**config.mk**
```make
export PLATFORM = sky130hd
export DESIGN_NAME = min_max_normalizer_core
export DESIGN_NICKNAME = d
export VERILOG_FILES = /design/src/design/mmn_pkg.sv /design/src/design/mmn_ctrl.sv /design/src/design/mmn_dp.sv /design/src/design/min_max_normalizer_core.sv
export VERILOG_INCLUDE_DIRS = /design/src /design/src/design
export SDC_FILE = /design/constraint.sdc
export NUM_CORES = 2
export LEC_CHECK = 0
export BUFFER_PORTS_ARGS = -buffer_cell sky130_fd_sc_hd__buf_2
export CELL_PAD_IN_SITES_DETAIL_PLACEMENT = 0
export CELL_PAD_IN_SITES_GLOBAL_PLACEMENT = 1
export CORE_MARGIN = 1.5
export CORE_UTILIZATION = 40
export DETAILED_ROUTE_END_ITERATION = 12
export GPL_TIMING_DRIVEN = 0
export PLACE_DENSITY_LB_ADDON = 0.1
export SLEW_MARGIN = 20
export SYNTH_ARGS = -nofsm -noshare
export SYNTH_HDL_FRONTEND = slang
export SYNTH_SLANG_ARGS = --single-unit
```
**constraint.sdc**
```tcl
create_clock -name clk -period 14.88 [get_ports clk]
set_input_delay 1.488 -clock clk [delete_from_list [all_inputs] [get_ports clk]]
set_output_delay 1.488 -clock clk [all_outputs]
set_load 0.01 [all_outputs]
```
**src/design/min_max_normalizer_core_defines.svh**
```systemverilog
// Assertion macros for the min-max normalizer core.
// Included by the controller and datapath; needs no other file.
`ifndef MIN_MAX_NORMALIZER_CORE_DEFINES_SVH
`define MIN_MAX_NORMALIZER_CORE_DEFINES_SVH

`ifndef ASSERT_OFF
// Property checked at every rising edge outside reset
`define MMN_ASSERT(lbl, clk, rst_n, prop, msg) \
	lbl: assert property (@(posedge clk) disable iff (!rst_n) prop) else $error(msg);
// Condition that must never be seen outside reset
`define MMN_ASSERT_NEVER(lbl, clk, rst_n, cond, msg) \
	lbl: assert property (@(posedge clk) disable iff (!rst_n) !(cond)) else $error(msg);
`else
`define MMN_ASSERT(lbl, clk, rst_n, prop, msg)
`define MMN_ASSERT_NEVER(lbl, clk, rst_n, cond, msg)
`endif

`endif

```
**src/design/mmn_pkg.sv**
```systemverilog
// Shared constants, function codes and control types of the min-max normalizer.
// Used by mmn_ctrl, mmn_dp and min_max_normalizer_core; depends on nothing.
package mmn_pkg;

	// Sizing
	localparam int FEATURE_COUNT = 4;
	localparam int FRACTION_BITS = 16;
	localparam int LANES         = 4;
	localparam int FEAT_W        = 32;
	localparam int NORM_W        = 17;
	localparam int FUNC_W        = 2;
	localparam int CNT_W         = $clog2(FRACTION_BITS + 1);
	localparam int IN_TDATA_W    = ((LANES * FEAT_W + 7) / 8) * 8;
	localparam int OUT_TDATA_W   = ((LANES * NORM_W + 7) / 8) * 8;

	// 1.0 in the output format, cut to the field width
	localparam logic [NORM_W-1:0] NORM_ONE = NORM_W'(64'd1 << FRACTION_BITS);

	// Statistic reset values
	localparam logic signed [FEAT_W-1:0] MIN_RESET = {1'b0, {(FEAT_W-1){1'b1}}};
	localparam logic signed [FEAT_W-1:0] MAX_RESET = {1'b1, {(FEAT_W-1){1'b0}}};

	// Function codes carried in tuser
	localparam logic [FUNC_W-1:0] FUNC_CLEAR   = 2'd0;
	localparam logic [FUNC_W-1:0] FUNC_MEASURE = 2'd1;
	localparam logic [FUNC_W-1:0] FUNC_SCALE   = 2'd2;

	// Controller to datapath commands
	typedef struct packed {
		logic clear;
		logic measure;
		logic load;
		logic step;
		logic emit;
	} mmn_cmd_t;

	// Datapath to controller status
	typedef struct packed {
		logic out_free;
	} mmn_sts_t;

endpackage

```
**src/design/mmn_ctrl.sv**
```systemverilog
// Controller of the min-max normalizer: request decode and divider sequencing.
// Depends on mmn_pkg and min_max_normalizer_core_defines.svh.
`include "min_max_normalizer_core_defines.svh"

module mmn_ctrl (
	input  logic                          clk,
	input  logic                          arst_n,
	input  logic                          in_valid,
	input  logic [mmn_pkg::FUNC_W-1:0]    in_func,
	output logic                          in_ready,
	input  mmn_pkg::mmn_sts_t             sts,
	output mmn_pkg::mmn_cmd_t             cmd
);
	import mmn_pkg::*;

	localparam logic ST_IDLE = 1'b0;
	localparam logic ST_DIV  = 1'b1;

	logic             state_q;
	logic [CNT_W-1:0] cnt_q;
	logic             accept;
	logic             div_done;

	// Decode and sequencing
	always_comb begin
		in_ready    = (state_q == ST_IDLE);
		accept      = in_valid && in_ready;
		div_done    = (cnt_q == CNT_W'(FRACTION_BITS));
		cmd         = '0;
		cmd.clear   = accept && (in_func == FUNC_CLEAR);
		cmd.measure = accept && (in_func == FUNC_MEASURE);
		cmd.load    = accept && (in_func == FUNC_SCALE);
		cmd.step    = (state_q == ST_DIV) && !div_done;
		cmd.emit    = (state_q == ST_DIV) && div_done && sts.out_free;
	end

	// State and quotient bit counter
	always_ff @(posedge clk or negedge arst_n) begin
		if (!arst_n) begin
			state_q <= ST_IDLE;
			cnt_q   <= '0;
		end else begin
			case (state_q)
				ST_IDLE: begin
					if (cmd.load) begin
						state_q <= ST_DIV;
						cnt_q   <= '0;
					end
				end
				ST_DIV: begin
					if (cmd.step) begin
						cnt_q <= cnt_q + 1'b1;
					end
					if (cmd.emit) begin
						state_q <= ST_IDLE;
					end
				end
				default: begin
					state_q <= ST_IDLE;
				end
			endcase
		end
	end

	`MMN_ASSERT(a_load_starts_div, clk, arst_n, cmd.load |=> (state_q == ST_DIV && cnt_q == '0), "scale request did not start the divider")
	`MMN_ASSERT(a_emit_after_all_bits, clk, arst_n, cmd.emit |-> (cnt_q == CNT_W'(FRACTION_BITS)), "result emitted before all quotient bits")
	`MMN_ASSERT_NEVER(a_no_load_while_div, clk, arst_n, (state_q == ST_DIV) && (cmd.load || cmd.measure || cmd.clear), "request taken while dividing")

endmodule

```
**src/design/mmn_dp.sv**
```systemverilog
// Datapath of the min-max normalizer: statistics, four restoring divider
// lanes and the output register. Depends on mmn_pkg and the defines header.
`include "min_max_normalizer_core_defines.svh"

module mmn_dp (
	input  logic                               clk,
	input  logic                               arst_n,
	input  mmn_pkg::mmn_cmd_t                  cmd,
	output mmn_pkg::mmn_sts_t                  sts,
	input  logic [mmn_pkg::IN_TDATA_W-1:0]     in_data,
	input  logic                               in_last,
	output logic                               out_valid,
	input  logic                               out_ready,
	output logic [mmn_pkg::OUT_TDATA_W-1:0]    out_data,
	output logic                               out_last
);
	import mmn_pkg::*;

	// Statistics
	logic signed [FEAT_W-1:0]   min_q [LANES];
	logic signed [FEAT_W-1:0]   max_q [LANES];
	logic signed [FEAT_W-1:0]   feat  [LANES];

	// Divider lanes
	logic [FEAT_W-1:0]          rem_q  [LANES];
	logic [FEAT_W-1:0]          den_q  [LANES];
	logic [FRACTION_BITS-1:0]   quo_q  [LANES];
	logic [LANES-1:0]           zero_q;
	logic [LANES-1:0]           one_q;
	logic                       last_q;

	// Setup values and one divider step per lane
	logic signed [FEAT_W:0]     off_full [LANES];
	logic signed [FEAT_W:0]     rng_full [LANES];
	logic [LANES-1:0]           zero_d;
	logic [LANES-1:0]           one_d;
	logic [FEAT_W+1:0]          trial    [LANES];
	logic [FEAT_W-1:0]          rem_d    [LANES];
	logic [LANES-1:0]           qbit_d;

	// Output register
	logic [NORM_W-1:0]          norm_q [LANES];
	logic [LANES*NORM_W-1:0]    norm_vec;
	logic                       out_valid_q;
	logic                       out_last_q;

	always_comb begin
		for (int f = 0; f < LANES; f++) begin
			feat[f]     = in_data[f*FEAT_W +: FEAT_W];
			off_full[f] = (FEAT_W+1)'(feat[f]) - (FEAT_W+1)'(min_q[f]);
			rng_full[f] = (FEAT_W+1)'(max_q[f]) - (FEAT_W+1)'(min_q[f]);
			// Empty range, point at or below minimum, or unused lane
			zero_d[f]   = (f >= FEATURE_COUNT) || !(max_q[f] > min_q[f]) || !(feat[f] > min_q[f]);
			// Point at or above maximum saturates
			one_d[f]    = (feat[f] >= max_q[f]);
			// Restoring step: remainder stays below the divisor if it starts below it
			trial[f]    = {1'b0, rem_q[f], 1'b0} - {2'b00, den_q[f]};
			qbit_d[f]   = !trial[f][FEAT_W+1];
			rem_d[f]    = qbit_d[f] ? trial[f][FEAT_W-1:0] : {rem_q[f][FEAT_W-2:0], 1'b0};
		end
	end

	// Per-feature minimum and maximum
	always_ff @(posedge clk or negedge arst_n) begin
		if (!arst_n) begin
			for (int f = 0; f < LANES; f++) begin
				min_q[f] <= MIN_RESET;
				max_q[f] <= MAX_RESET;
			end
		end else if (cmd.clear) begin
			for (int f = 0; f < LANES; f++) begin
				min_q[f] <= MIN_RESET;
				max_q[f] <= MAX_RESET;
			end
		end else if (cmd.measure) begin
			for (int f = 0; f < LANES; f++) begin
				if (f < FEATURE_COUNT) begin
					if (feat[f] < min_q[f]) min_q[f] <= feat[f];
					if (feat[f] > max_q[f]) max_q[f] <= feat[f];
				end
			end
		end
	end

	// Divider load and iteration
	always_ff @(posedge clk) begin
		if (cmd.load) begin
			for (int f = 0; f < LANES; f++) begin
				rem_q[f] <= off_full[f][FEAT_W-1:0];
				den_q[f] <= rng_full[f][FEAT_W-1:0];
				quo_q[f] <= '0;
			end
			zero_q <= zero_d;
			one_q  <= one_d;
			last_q <= in_last;
		end else if (cmd.step) begin
			for (int f = 0; f < LANES; f++) begin
				rem_q[f] <= rem_d[f];
				quo_q[f] <= {quo_q[f][FRACTION_BITS-2:0], qbit_d[f]};
			end
		end
	end

	// Output payload
	always_ff @(posedge clk) begin
		if (cmd.emit) begin
			for (int f = 0; f < LANES; f++) begin
				if (zero_q[f]) begin
					norm_q[f] <= '0;
				end else if (one_q[f]) begin
					norm_q[f] <= NORM_ONE;
				end else begin
					norm_q[f] <= NORM_W'(quo_q[f]);
				end
			end
			out_last_q <= last_q;
		end
	end

	// Output valid
	always_ff @(posedge clk or negedge arst_n) begin
		if (!arst_n) begin
			out_valid_q <= 1'b0;
		end else if (cmd.emit) begin
			out_valid_q <= 1'b1;
		end else if (out_ready) begin
			out_valid_q <= 1'b0;
		end
	end

	always_comb begin
		for (int f = 0; f < LANES; f++) begin
			norm_vec[f*NORM_W +: NORM_W] = norm_q[f];
		end
	end

	assign sts.out_free = !out_valid_q || out_ready;
	assign out_valid    = out_valid_q;
	assign out_data     = OUT_TDATA_W'(norm_vec);
	assign out_last     = out_last_q;

	`MMN_ASSERT_NEVER(a_no_overwrite, clk, arst_n, cmd.emit && out_valid_q && !out_ready, "result overwritten before taken")
	`MMN_ASSERT(a_stats_ordered, clk, arst_n, $past(cmd.measure) |-> (min_q[0] <= max_q[0]), "minimum above maximum after measure")
	`MMN_ASSERT_NEVER(a_load_step_clash, clk, arst_n, cmd.load && (cmd.step || cmd.emit), "divider loaded while iterating")

endmodule

```
**src/design/min_max_normalizer_core.sv**
```systemverilog
// Min-max normalizer core: four-feature streaming top level.
// Depends on mmn_pkg, mmn_ctrl and mmn_dp.
//
// Requests arrive on the s_axis channel with a function code in tuser: clear
// resets the per-feature minimum and maximum, measure folds a point into
// them, scale returns one result on m_axis with each feature as
// (x - min) / (max - min) in unsigned Q1.16, clamped to [0, 1.0], and 0 for a
// feature whose range is empty. Clear, measure and unknown codes give no
// result. A scale request loads the four per-lane restoring dividers on
// acceptance; they produce one quotient bit per cycle, and the finished
// quotients are loaded into the output register before the next request can
// be taken. The output register holds a finished result while new requests
// are accepted; a scale request waits in the divider only if the previous
// result has not yet been taken.
module min_max_normalizer_core (
	input  logic                                clk,
	input  logic                                arst_n,
	input  logic                                s_axis_tvalid,
	output logic                                s_axis_tready,
	// feature_0 [31:0], feature_1 [63:32], feature_2 [95:64], feature_3 [127:96]
	input  logic [mmn_pkg::IN_TDATA_W-1:0]      s_axis_tdata,
	// func [1:0]
	input  logic [mmn_pkg::FUNC_W-1:0]          s_axis_tuser,
	input  logic                                s_axis_tlast,
	output logic                                m_axis_tvalid,
	input  logic                                m_axis_tready,
	// norm_0 [16:0], norm_1 [33:17], norm_2 [50:34], norm_3 [67:51], zeros above
	output logic [mmn_pkg::OUT_TDATA_W-1:0]     m_axis_tdata,
	output logic                                m_axis_tlast
);
	import mmn_pkg::*;

	mmn_cmd_t cmd;
	mmn_sts_t sts;

	mmn_ctrl u_ctrl (
		.clk      (clk),
		.arst_n   (arst_n),
		.in_valid (s_axis_tvalid),
		.in_func  (s_axis_tuser),
		.in_ready (s_axis_tready),
		.sts      (sts),
		.cmd      (cmd)
	);

	mmn_dp u_dp (
		.clk       (clk),
		.arst_n    (arst_n),
		.cmd       (cmd),
		.sts       (sts),
		.in_data   (s_axis_tdata),
		.in_last   (s_axis_tlast),
		.out_valid (m_axis_tvalid),
		.out_ready (m_axis_tready),
		.out_data  (m_axis_tdata),
		.out_last  (m_axis_tlast)
	);

endmodule
```
==> out/summary.txt <==
Number of synthesis warnings - 0
DP HPWL - 119000 um
Top cells by count, synth - 510 x ha_1, 492 x inv_1, 398 x a21oi_1, 398 x edfxtp_1, 296 x nor2_1
Ys flop type - edfxtp_1
P_leak - 25.8 nW
Row count - 128
VDD IR max - 0.179 mV
Die H - 352 um
Reg-to-reg setup timing slack - 10.27 ns
Cell count after synthesis - 5070
Tightest Pin Transition - 1.15 ns
Vias/cell - 5.49
Vias in the first global route - 38100
Syn Area/Cell - 9.63 um^2
Register area share after synthesis - 38.3%
Initial antenna violation count - 14
RSZ-0062 raised after global routing - no
Share of cells above drive strength 1 - 11.1%
Area growth from synthesis to layout - 12.4%
Critical path class - in2reg
Req. time, crit path - 15.41 ns
CTS Buf Count - 81
Cells along the critical path - buf_2 -> inv_1 -> ha_1 -> inv_1 -> fa_1 -> a211oi_2 -> o21bai_1 -> a21oi_1 -> o221ai_1 -> a211oi_1 -> nor2_1 -> o21ai_1 -> a32oi_1 -> a21oi_1 -> buf_2 -> o22ai_1
Most numerous cell in the Yosys netlist - ha_1
Gr usage total - 24.0%
Worst path max stage delay - 0.76 ns
Nets - 6029
Routed Antenna Nets - 0
Iter 0 DRT Violations - 2647
Post-DP Area - 52200 um^2
Post-cts sizing count - 0
Slew Limit Fails - 0
Cell Area, Synth - 48800 um^2
Synth cell types - 96
Die W - 352 um
Die area - 124000 um^2
Arrival @ worst endpoint - 5.73 ns
Largest net degree at the start of global routing - 91
Pwr Density - 258 nW/um^2
Critical Path Start Type - primary input
Initial Utilization - 40.2%
Maximum capacitance violations - 0
Count of state elements after synthesis - 661
Postcts setup bufs - 0
Worst-path maximum fanout - 10
Post-synth EDFFs - 398
Post-Route WL - 152000 um
Number of port buffers - 204
TNS Setup - 0 ns
Final hold violations - 0
# IOs - 210
Sinks on Clock Net - 661
Hold-fix buffers, CTS - 0
Synth top area cells - edfxtp_1 24%, ha_1 13%, dfrtp_1 6.9%
Setup-failing EPs final - 0
DR vias - 38800
CORE AREA - 121000 um^2
Clock Skews - 0.0345 ns
DRC Markers - 0
Fin crit period - 5.20 ns
Max Buffers Root-to-Sink - 3
Fin area - 54900 um^2
Asr flop ratio synth - 39.8%
Routed len/inst - 21.5 um
Outcome - completed
Yosys top cell by area - edfxtp_1
CTS tree - yes
CP Capture Type - flop
FMAX - 192 MHz
Root Buffer - clkbuf_16
Class of the worst hold path - reg2reg
GPL Wtd Cong - 0.897
Worst path bufs/invs - 4
Final worst path period share - 35.0%
Critical path's slowest cell - a21oi_1
Worst-path clk slew - 0.06 ns
Worst skew pair latency - 0.68 ns
H-tree levels - 3
Area fraction of the dominant cell type after synthesis - 24.5%
Remaining Overflow, GRT - 0
Slew HR - 23.2%
First-pass GRT wire length - 231000 um
Critical path's top delay family - compound AO/OA/AOI/OAI gates
DR pass1 iterations - 5
cell type report:
cell class	instances	area [um^2]
fillers	12000	66500
multi-input cells	3750	27500
flip-flops and latches	661	18700
clock buffers	111	2300
well taps	1625	2030
inverters	494	1860
repair buffers	216	1290
plain buffers	168	798
clock inverters	38	358
diodes	6	15.0
state kept, by name, summed over array words and instances (netlist names):
signal          flops
u_dp.norm_q        68
u_ctrl.state_q      1
u_dp.rem_q        128
u_dp.max_q        128
u_dp.min_q        128
u_dp.last_q         1
u_dp.out_last       1
u_dp.one_q          4
u_dp.out_valid      1
u_dp.zero_q         4
u_dp.den_q        128
u_dp.quo_q         64
u_ctrl.cnt_q        5
cells in the final DEF (no fill, tap or decap), types with 16 or more instances in the layout:
master / instances
o21ai_0: 235
nand3_1: 79
clkbuf_1: 107
nor2_1: 296
nand2_1: 233
a21o_1: 243
o22a_1: 101
or2_2: 16
dfstp_2: 128
o21ai_1: 16
o31ai_1: 19
dfrtp_1: 135
mux2i_1: 165
and2_1: 148
xnor2_1: 208
o21bai_1: 49
clkbuf_16: 83
clkbuf_2: 17
a21oi_1: 398
and3_1: 43
nand4_1: 82
nand2b_1: 52
a22oi_1: 31
edfxtp_1: 398
o22ai_1: 100
nor4_1: 18
ha_1: 510
a211o_1: 18
o211ai_1: 22
a22o_1: 47
nor3_1: 62
nor2b_1: 58
a31oi_1: 43
or3_1: 23
xor2_1: 103
inv_1: 491
a211oi_1: 55
o21a_1: 54
buf_2: 242
metrics by stage:
step	worst slack (ns)	hold slack (ns)	util (%)	power (mW)	instances
2_1_floorplan	4.36	0.400	-	9.67	5073
3_3_place_gp	-1.72	0.405	42.8	12.1	6902
3_5_place_dp	9.10	0.410	43.0	12.1	6914
4_1_cts	9.80	0.424	45.2	14.2	7063
5_1_grt	9.49	0.452	45.2	15.3	7063
6_report	9.68	0.421	45.2	14.1	7069
routing by layer:
layer | GRT usage, % | wire length, um
met2 | 38.5 | 68200
met3 | 2.79 | 7050
met5 | 0 | 53
met4 | 5.47 | 2940
met1 | 34.6 | 73900
path summary, 6_finish.rpt:
check / start / cells after the start / to
setup / recovery: s_axis_tdata[96] / 16 / u_dp.min_q[31]
setup reg to reg: u_dp.min_q[0] / 14 / u_dp.min_q[31]
hold reg to reg: u_dp.last_q / 0 / u_dp.out_last
hold / removal: u_dp.last_q / 0 / u_dp.out_last
max in group asynchronous: arst_n / 3 / u_dp.min_q[114]
min in group asynchronous: arst_n / 1 / u_dp.max_q[27]
cell families (layout without fill, tap and decap cells):
family	after synthesis	after routing	share of synthesized area (%)
flops	661	661	38.3
mux	168	168	3.45
xor+xnor	311	311	5.58
other cells	1	10	0.00768
buf+inv	662	1027	5.38
simple gates	1158	1158	11.9
compound gates	1587	1587	21.8
fa+ha+maj	522	522	13.6
power breakdown:
group          internal (mW)  total [mW]  switching, mW  leakage, nW
combinational           3.43        8.64           5.21         17.7
sequential              3.14        3.51          0.374         6.76
clock                   1.16        2.00          0.841         1.28
total                   7.72        14.1           6.43         25.8
Note: power is estimated with default switching activity, not from simulation.
